==> src/rtl/scxk_pkg.sv <==
// Shared types, constants and register codes for the cross-kernel sharpen block.
package scxk_pkg;

    localparam int DEF_MAX_WIDTH = 4096;

    localparam int PIX_BITS      = 8;
    localparam int IMG_W_BITS    = 13;
    localparam int IMG_H_BITS    = 16;
    localparam int CFG_IDX_BITS  = 1;
    localparam int CFG_DATA_BITS = 16;

    localparam logic [IMG_W_BITS-1:0] IMG_W_RESET = IMG_W_BITS'(640);
    localparam logic [IMG_H_BITS-1:0] IMG_H_RESET = IMG_H_BITS'(480);

    typedef enum logic [CFG_IDX_BITS-1:0] {
        REG_IMAGE_WIDTH  = 1'b0,
        REG_IMAGE_HEIGHT = 1'b1
    } cfg_reg_t;

    typedef enum logic {
        ACT_PIXEL = 1'b0,
        ACT_FLUSH = 1'b1
    } action_t;

    typedef struct packed {
        logic [PIX_BITS-1:0] r;
        logic [PIX_BITS-1:0] g;
        logic [PIX_BITS-1:0] b;
    } rgb_t;

    // control for one window tap cell
    typedef struct packed {
        logic shift;
        logic use_alt;
    } tap_ctrl_t;

endpackage

==> src/rtl/scxk_tap.sv <==
// Window tap cell: holds one pixel of the previous row, shifts from its neighbour.
module scxk_tap (
    input  logic                clk,
    input  scxk_pkg::tap_ctrl_t ctrl,
    input  scxk_pkg::rgb_t      nbr_d,
    input  scxk_pkg::rgb_t      alt_d,
    output scxk_pkg::rgb_t      tap
);
    import scxk_pkg::*;

    rgb_t q_reg;

    always_ff @(posedge clk)
    begin
        if (ctrl.shift)
        begin
            q_reg <= nbr_d;
        end
    end

    // alternate source injects the row's first pixel
    assign tap = ctrl.use_alt ? alt_d : q_reg;

endmodule

==> config.mk <==
export PLATFORM = sky130hd
export DESIGN_NAME = scxk_tap
export DESIGN_NICKNAME = d
export VERILOG_FILES = /design/src/rtl/scxk_pkg.sv /design/src/rtl/scxk_tap.sv
export SDC_FILE = /design/constraint.sdc
export NUM_CORES = 1
export LEC_CHECK = 0
export BUFFER_PORTS_ARGS = -buffer_cell sky130_fd_sc_hd__buf_2
export CAP_MARGIN = 20
export CORE_ASPECT_RATIO = 0.6
export CORE_MARGIN = 2
export CORE_UTILIZATION = 37
export DETAILED_ROUTE_END_ITERATION = 7
export PLACE_DENSITY_LB_ADDON = 0.15
export SKIP_LAST_GASP = 1
export SYNTH_ARGS = -nofsm -noshare
export SYNTH_HDL_FRONTEND = slang
export SYNTH_SLANG_ARGS = --single-unit
==> constraint.sdc <==
create_clock -name clk -period 0.8 [get_ports clk]
set_input_delay 0.08 -clock clk [delete_from_list [all_inputs] [get_ports clk]]
set_output_delay 0.08 -clock clk [all_outputs]
set_load 0.01 [all_outputs]
After elaboration in Yosys (flattened, before gate mapping)
Cells that the tools add are included.
Cells by class
  mux-type cells: 1
Operator list (number)
  2-to-1 mux 24 bit: 1
Storage, ports and cells
  bits in registers: 24
  input port bits: 51
  logic and storage cells: 4

Longest topological paths before layout
  depth in word-level cells: 1
  mapped depth: 3
  depth with buffers taken out: 1

Worst setup path before layout
No wires, ideal clock.
  path type: input to output
  from: in ctrl[0] in the netlist's numbering
  to: out tap[10] in the netlist's numbering
  arrival: 0.644 ns
  data required time: 0.720 ns
  slack: 0.076 ns
  cell stages on the path: 3
  path buffers: 2
  cells stage by stage: buf_6 > buf_12 > mux2_4
RTL lines
  start, declared: line scxk_tap.sv:4  | input scxk_pkg::tap_ctrl_t ctrl,
  end, declared: line scxk_tap.sv:7  | output scxk_pkg::rgb_t tap

==> impl_metrics.py <==
metrics = {
    "critical_path": {
        "critical_path_buf_inv_count": 1,
        "worstPathArrival_ps": 1040,
        "start_kind": "flip-flop",
        "path_cells": "mux2_4, buf_6",
        "worstPathMaxFanout": 1,
        "worst_path_max_delay_cell": "edfxtp_1",
        "cpLargestDelayFamily": "flip-flops",
        "required_ps": 720,
        "crit_type": "flip-flop to primary output",
        "crit_cells": 2,
        "critPathCaptureType": "primary output",
        "slowest_delay_ps": 390,
    },
    "yosys": {
        "synth_fp_nets": 102,
        "ys_seq_area_frac": 0.645,
        "synth.distinct_cells": 5,
        "yosys_warnings": 0,
        "synth.avg_cell_area_um2": 21.9,
        "yosys_register_bits": 24,
        "synthCells": 51,
        "syn_area_um2": 1120,
    },
    "placed_design": {
        "hpwl_um": 1680,
        "place_ws_ps": -165,
        "io_buffers": 74,
        "globalplace.congestion": 0.597,
    },
    "clocking": {
        "clockBufferDepth": 2,
        "htree_levels": 1,
        "post_cts_buffers": 0,
        "root_buffer": "clkbuf_8",
        "clk_pin_slew_ps": 80,
        "cts_tree": "built",
        "cts_made_buffers": 3,
        "clock_sinks": 24,
    },
    "timing": {
        "fmax_mhz": 889,
        "setup_viol": 24,
        "final_max_slew_viol_count": 0,
        "tightest_slew_ps": 144,
        "hold_viol_final": 0,
        "finalWorstSetupSlack_ps": -324,
        "finalSetupTns_ps": -7250,
        "hold_slack_ps": 229,
        "rsz0062_at_grt": "yes",
        "finalCritPeriodShare": 1.41,
        "relSlewSlack": 0.904,
        "period_needed_ps": 1120,
    },
    "power": {
        "powerDensity_nw_per_um2": 1500,
        "p_leak_nw": 0.920,
        "ir_worst_vdd_mv": 1.04,
        "total_power_w": 0.00301,
    },
    "min_path": {
        "hold_path.class": "primary input to flip-flop",
        "hold_start": "ctrl[1]",
        "worstHoldEndpoint": "q_reg[22]$_DFFE_PP_",
        "hold_depth": 2,
    },
    "cells_and_area": {
        "final_common_cell": "buf_2",
        "drive_above_1_share": 0.686,
        "largest_reg_flops": 24,
        "final_core_util": 0.698,
        "syn_to_final_growth_pct": 79.4,
        "layout_common_cells": "buf_2 (50), dlygate4sd3_1 (24), buf_6 (24), edfxtp_1 (24), mux2_4 (21)",
        "nets": 206,
        "antenna_cells": 0,
    },
    "global_route": {
        "grt_pass1_wl_um": 3640,
        "overflow": 0,
        "grt_antenna_before_repair": 0,
        "grt_start_max_net_pins": 15,
        "grt_use_total": 0.152,
        "grt_pass1_vias": 821,
    },
    "floorplanning": {
        "rows": 15,
        "ios": 75,
        "die_w_um": 74.9,
        "dieHeight_um": 46.6,
        "dieArea_um2": 3490,
        "initial_core_util": 0.389,
        "core_um2": 2870,
    },
    "route": {
        "wl_per_cell_um": 12.7,
        "vias": 822,
        "antenna_left": 0,
        "wl_met2_um": 1330,
        "totalWireLength_um": 2480,
        "drt_pass1_iterations": 2,
        "wl_met3_um": 249,
        "drcViolationCount": 0,
        "drt-met1-wl_um": 893,
        "viasPerCell": 4.22,
        "drtIter0Drc": 29,
        "highest_layer": "met4",
    },
    "status": {
        "status": "finished, violations left",
        "violations": "setup timing",
    },
    "job": {
        "cap_viol_max_count": 0,
    },
}
worst max-delay path by stage:
stage | from | endpoint | slack (ps)
2_1_floorplan | ctrl[0] | tap[10] | 80
3_3_place_gp | ctrl[0] | tap[13] | -150
3_5_place_dp | ctrl[0] | tap[13] | -160
4_1_cts | q_reg[16]$_DFFE_PP_ | tap[16] | -330
5_1_grt | q_reg[5]$_DFFE_PP_ | tap[5] | -380
6_report | q_reg[16]$_DFFE_PP_ | tap[16] | -320
layout make-up:
class,count,area [µm²]
clock buffers,3,41.3
fillers,212,867
multi-input cells,24,349
flip-flops and latches,24,721
well taps,42,52.6
repair buffers,102,841
per-stage QoR:
stage | cells | instance area (µm²)
detailed placement | 168 | 1570
global placement | 168 | 1570
floorplan | 51 | 1120
finish | 195 | 2000
global route | 195 | 2000
CTS | 195 | 2000
Yosys cell counts:
library cell   n  area, µm²
buf_6          1       11.3
mux2_4        20        300
edfxtp_1      24        721
buf_12         2       40.0
mux2_2         4       45.0
routing by layer:
metal | up-vias | GRT usage
met5 | - | 0
met4 | 0 | 0.0429
met3 | 2 | 0.0656
met2 | 43 | 0.288
met1 | 374 | 0.155
li1 | 403 | -
timing repair:
| action | in CTS | in global routing |
|---|---|---|
| gates resized for setup | 24 | 1 |
| hold buffers | 24 | 0 |
| setup endpoints to repair | 24 | 24 |
| hold endpoints to repair | 24 | 0 |
logic make-up (layout without fill, tap and decap cells):
| logic type | count (synthesis) | in the layout | share of synthesized area |
|---|---|---|---|
| flip-flops | 24 | 24 | 0.645 |
| buffers and inverters | 3 | 105 | 0.0459 |
| multiplexers | 24 | 24 | 0.309 |
power by group:
group	leakage (nW)	total (W)	internal (W)	switching, W
Sequential	0.235	0.00152	0.00149	0.0000253
Clock	0.0216	0.000683	0.000336	0.000347
Combinational	0.664	0.000807	0.000548	0.000259
Total	0.920	0.00301	0.00238	0.000632
Note: power is estimated with default switching activity, not from simulation.
