<file path="src/rtl/scxk_pkg.sv">
// Shared types, constants and register codes for the cross-kernel sharpen block.
package scxk_pkg;

    localparam int DEF_MAX_WIDTH = 4096;

    localparam int PIX_BITS      = 8;
    localparam int IMG_W_BITS    = 13;
    localparam int IMG_H_BITS    = 16;
    localparam int CFG_IDX_BITS  = 1;
    localparam int CFG_DATA_BITS = 16;

    localparam logic [IMG_W_BITS-1:0] IMG_W_RESET = IMG_W_BITS'(640);
    localparam logic [IMG_H_BITS-1:0] IMG_H_RESET = IMG_H_BITS'(480);

    typedef enum logic [CFG_IDX_BITS-1:0] {
        REG_IMAGE_WIDTH  = 1'b0,
        REG_IMAGE_HEIGHT = 1'b1
    } cfg_reg_t;

    typedef enum logic {
        ACT_PIXEL = 1'b0,
        ACT_FLUSH = 1'b1
    } action_t;

    typedef struct packed {
        logic [PIX_BITS-1:0] r;
        logic [PIX_BITS-1:0] g;
        logic [PIX_BITS-1:0] b;
    } rgb_t;

    // control for one window tap cell
    typedef struct packed {
        logic shift;
        logic use_alt;
    } tap_ctrl_t;

endpackage

</file>
<file path="src/rtl/scxk_lane.sv">
// One colour lane: 5*centre minus four neighbours, clamped to the pixel range.
module scxk_lane (
    input  logic [scxk_pkg::PIX_BITS-1:0] centre,
    input  logic [scxk_pkg::PIX_BITS-1:0] up,
    input  logic [scxk_pkg::PIX_BITS-1:0] down,
    input  logic [scxk_pkg::PIX_BITS-1:0] left,
    input  logic [scxk_pkg::PIX_BITS-1:0] right,
    output logic [scxk_pkg::PIX_BITS-1:0] sharp
);
    import scxk_pkg::*;

    localparam int SW = PIX_BITS + 4;

    logic signed [SW-1:0] times5;
    logic signed [SW-1:0] nsum;
    logic signed [SW-1:0] diff;

    assign times5 = $signed(SW'({centre, 2'b00})) + $signed(SW'(centre));
    assign nsum   = $signed(SW'(up)) + $signed(SW'(down))
                  + $signed(SW'(left)) + $signed(SW'(right));
    assign diff   = times5 - nsum;

    always_comb
    begin
        if (diff < 0)
        begin
            sharp = '0;
        end
        else if (diff > $signed(SW'({PIX_BITS{1'b1}})))
        begin
            sharp = {PIX_BITS{1'b1}};
        end
        else
        begin
            sharp = diff[PIX_BITS-1:0];
        end
    end

endmodule

</file>
<file path="config.mk">
export PLATFORM = sky130hd
export DESIGN_NAME = scxk_lane
export DESIGN_NICKNAME = d
export VERILOG_FILES = /design/src/rtl/scxk_pkg.sv /design/src/rtl/scxk_lane.sv
export SDC_FILE = /design/constraint.sdc
export NUM_CORES = 1
export LEC_CHECK = 0
export BUFFER_PORTS_ARGS = -buffer_cell sky130_fd_sc_hd__buf_2
export CAP_MARGIN = 25
export CELL_PAD_IN_SITES_DETAIL_PLACEMENT = 1
export CELL_PAD_IN_SITES_GLOBAL_PLACEMENT = 2
export CORE_AREA = 5 5 56 96
export DETAILED_ROUTE_END_ITERATION = 8
export DIE_AREA = 0 0 61 101
export GPL_ROUTABILITY_DRIVEN = 0
export MAX_ROUTING_LAYER = met4
export PLACE_DENSITY_LB_ADDON = 0.2
export SETUP_SLACK_MARGIN = 0.1
export SLEW_MARGIN = 20
export SYNTH_ARGS = -nofsm -noshare
export SYNTH_HDL_FRONTEND = slang
export SYNTH_SLANG_ARGS = --single-unit
</file>
<file path="constraint.sdc">
create_clock -name vclk -period 10.65
set_clock_uncertainty 0.15 [all_clocks]
set_input_delay 2.6625 -clock vclk [all_inputs]
set_output_delay 2.6625 -clock vclk [all_outputs]
set_load 0.05 [all_outputs]
</file>
# Yosys cells after proc, flatten, opt, wreduce, memory -nomap -nowiden
# Index checks and enable logic that the tools add are counted.
# op_classes
n_lt_le_gt_ge	2
addsub	5
mux	2
# ops
cell	n
adder 10 x 8 -> 11 bit	2
2-to-1 mux 8 bit	2
greater-than comparator 12 x 9 -> 1 bit, second input constant	1
< comparator 12 x 1 -> 1 bit, second input constant	1
subtractor 11 x 11 -> 12 bit	1
adder 9 x 8 -> 10 bit	1
adder 8 x 8 -> 9 bit	1
# word_totals
out_inout_bits	8
elab_cells	9
input_bits	40
ff_bits	0

# Depth between registers and ports, before layout
# depth
ltp_word	7
ltp_mapped	14
depth_no_buf	14

# Worst setup path after synthesis
# Ideal clock, no wire load.
# synth_path
path_type	input to output
startpoint	input port down[1] in the netlist's numbering
endpoint	output port sharp[0] in the netlist's numbering
required_ns	7.837
path_stages	13
path_slack_ns	1.319
t_arrival_ns	6.519
n_path_buf	0
path_cell_list	inv_1 fa_1 fa_1 inv_1 fa_1 inv_1 fa_1 a211oi_2 o21ai_2 a221oi_2 xnor2_1 nor3_4 a21oi_1
# synth_between
elab_chain_len	7
word_cells_on_any_way	8
cone_classes	add/sub (4); order compare (2); mux (2)
# synth_lines
element	line	rtl
start, declared	scxk_lane.sv:5	input logic [scxk_pkg::PIX_BITS-1:0] down,
adder 8 x 8 -> 9 bit (*)	scxk_lane.sv:19	assign nsum = $signed(SW'(up)) + $signed(SW'(down))
adder 9 x 8 -> 10 bit (*)	scxk_lane.sv:20	+ $signed(SW'(left)) + $signed(SW'(right));
adder 10 x 8 -> 11 bit (*)	scxk_lane.sv:20	
subtractor 11 x 11 -> 12 bit (*)	scxk_lane.sv:21	assign diff = times5 - nsum;
greater-than comparator 12 x 9 -> 1 bit	scxk_lane.sv:29	else if (diff > $signed(SW'({PIX_BITS{1'b1}})))
2-to-1 mux 8 bit	scxk_lane.sv:29	
2-to-1 mux 8 bit (*)	scxk_lane.sv:25	if (diff < 0)
end, declared	scxk_lane.sv:8	output logic [scxk_pkg::PIX_BITS-1:0] sharp
# Every way passes the cells marked *; elsewhere a longest branch is shown, timed or not.

# Worst setup path in the final report
# layout_path
startpoint	input port down[1] in the netlist's numbering
endpoint	output port sharp[2] in the netlist's numbering
# The elaborated chain is that of the path after synthesis.

==> run_results.csv <==
group,metric,value,unit
drt,vias_per_cell,4.48,
die,pin_count,48,
placement,dp_cells,275,
min_path,hp-class,"in -> out",
die,die-width,61,um
drt,num_vias,1231,
critical_path,cp-start-kind,"input port",
die,rows,33,
timing,max_slew.worst_pin.slew,0.530,ns
yosys,yosysTopAreaCellShare,41.9,%
final_layout,drive_gt1_share,23.3,%
power_and_ir_drop,power_density,239,mW/mm^2
timing,setup_violations,0,
placement,dp.final_hpwl,3120,um
timing,finalCriticalPeriod,9.28,ns
final_layout,stdcell_count,275,
grt,grtUsageTotal,11.3,%
critical_path,crit_fanout,8,
run_status,outcome,"complete, no violations",
die,coreArea,0.00454,sq mm
drt,wl,3140,um
die,die-area,0.00616,sq mm
timing,slew-limit-headroom,64.7,%
timing,clock.fmax,108,MHz
drt,ant_nets,0,
critical_path,crit_path_end_kind,"output pin",
drt,dr.pass1.iters,2,
die,initial_core_util,31.5,%
final_layout,design.seq.count,0,
grt,grt_max_degree,9,
power_and_ir_drop,p_switching,263,uW
yosys,syn_area_per_cell,8.19,sq um
power_and_ir_drop,p_leak,1.06,nW
final_layout,utilization,38.3,%
cts,post_cts_resized,0,
final_layout,nClkBuffers,0,
yosys,synth_nets,260,
timing,grt_setup_unrepaired,"no",
grt,grt_pass1_wl,5400,um
power_and_ir_drop,seq_power_share,0,%
placement,port_buffers,48,
drt,wl_per_cell,11.4,um
power_and_ir_drop,sw_frac_of_total,63.4,%
drt,drc,0,
yosys,ys_warn_count,0,
cts,post-cts-setup-buffers,0,
power_and_ir_drop,vdd_drop_max,100,uV
final_layout,seq_area,0,sq um
power_and_ir_drop,power.internal,152,uW
die,die-height,101,um
final_layout,postLayoutCellArea,0.00174,sq mm
grt,antenna_found_initial,0,
timing,slew_viol_final,0,
timing,setup_tns,0,ns
grt,grt_pass1_vias,1433,
critical_path,path_class,"in -> out",
final_layout,diodes,0,
grt,grt_overflow_total,0,
yosys,netlist_area,0.00143,sq mm
power_and_ir_drop,pwr-share-comb,100.0,%
cts,ctsHoldBuffers,0,
power_and_ir_drop,p_clk_share,0,%
critical_path,arrival,6.47,ns
final_layout,layout_commonest_cell,"inv_1",
yosys,synthCells,175,
final_layout,final_cell_mix,"inv_1, buf_2, fa_1, a21oi_1, ha_1",
final_layout,nNetsFinal,310,
timing,hold_viol,0,
flow_run,cap_violations,0,
final_layout,areaGrowthSynthToFinish,21.3,%
yosys,ys_types,21,
critical_path,cp.required,7.84,ns
yosys,yosys.area.top_type,"fa_1",
timing,period_share,87.1,%
yosys,synth_area_leaders,"fa_1, inv_1, ha_1, a21oi_1, xnor2_1",
yosys,synth_seq_area_share,0,%
drt,drt_iter0_markers,7,
placement,dpl_cell_area,0.00174,sq mm
## worst max-delay path, stage by stage
cell	delay, ns
buf_2	0.07
inv_1	0.05
fa_1	0.52
fa_1	0.55
inv_1	0.06
fa_1	0.53
inv_1	0.07
fa_1	0.46
a211oi_2	0.27
o21ai_2	0.11
a221oi_2	0.30
xnor2_1	0.14
nor3_4	0.31
a21oi_1	0.12
buf_2	0.24
## logic make-up after synthesis
kind of cell	Yosys count	synth area share, %
AOI/OAI and AO/OA	30	13.4
buffers and inverters	78	20.4
adders and majority gates	45	55.0
and+or+nand+nor	10	3.76
xor gates and xnor gates	11	6.73
muxes	1	0.699
## routing by layer
layer,global-route usage (%),share of wire [%],vias up
met1,9.45,28,603
met4,0.668,0.80,0
met2,25.6,68,25
li1,-,-,601
met3,0.128,2.9,2
met5,-,0,-
## final timing paths
kind | from | end | cells past startpoint
max | down[1] | sharp[2] | 15
min | centre[0] | sharp[0] | 5
## cell type report
type / instances / area (sq um)
fill: 587 / 2800
multi-input combinational: 97 / 1140
inverter: 78 / 293
timing repair buffer: 48 / 240
tap: 52 / 65.1
## power by group through the flow
stage / sequential [mW] / clock (mW) / combinational [mW]
global placement: 0 / 0 / 0.418
detailed placement: 0 / 0 / 0.425
global route: 0 / 0 / 0.465
floorplan: 0 / 0 / 0.334
finish: 0 / 0 / 0.415
CTS: 0 / 0 / 0.427
## metrics by stage
| step | hold slack [ns] | power [mW] | setup slack (ns) |
|---|---|---|---|
| 3_5_place_dp | 5.91 | 0.425 | 1.35 |
| 3_3_place_gp | 5.89 | 0.418 | 1.46 |
| 6_report | 5.90 | 0.415 | 1.37 |
| 4_1_cts | 5.91 | 0.427 | 1.32 |
| 5_1_grt | 5.94 | 0.465 | 1.06 |
| 2_1_floorplan | 5.71 | 0.334 | 1.32 |
## cells in the mapped netlist
cell type,count
inv_1,78
fa_1,30
a21oi_1,16
ha_1,15
xnor2_1,9
nand2_1,4
a21o_1,3
nand3_1,3
nor2_1,2
o211ai_1,2
o21ai_0,2
xor2_1,2
a211oi_2,1
a221oi_2,1
a31oi_1,1
mux2i_1,1
nor3_4,1
o21a_1,1
o21ai_2,1
o21bai_1,1
o22ai_1,1
Power figures use the tool's default switching activity.
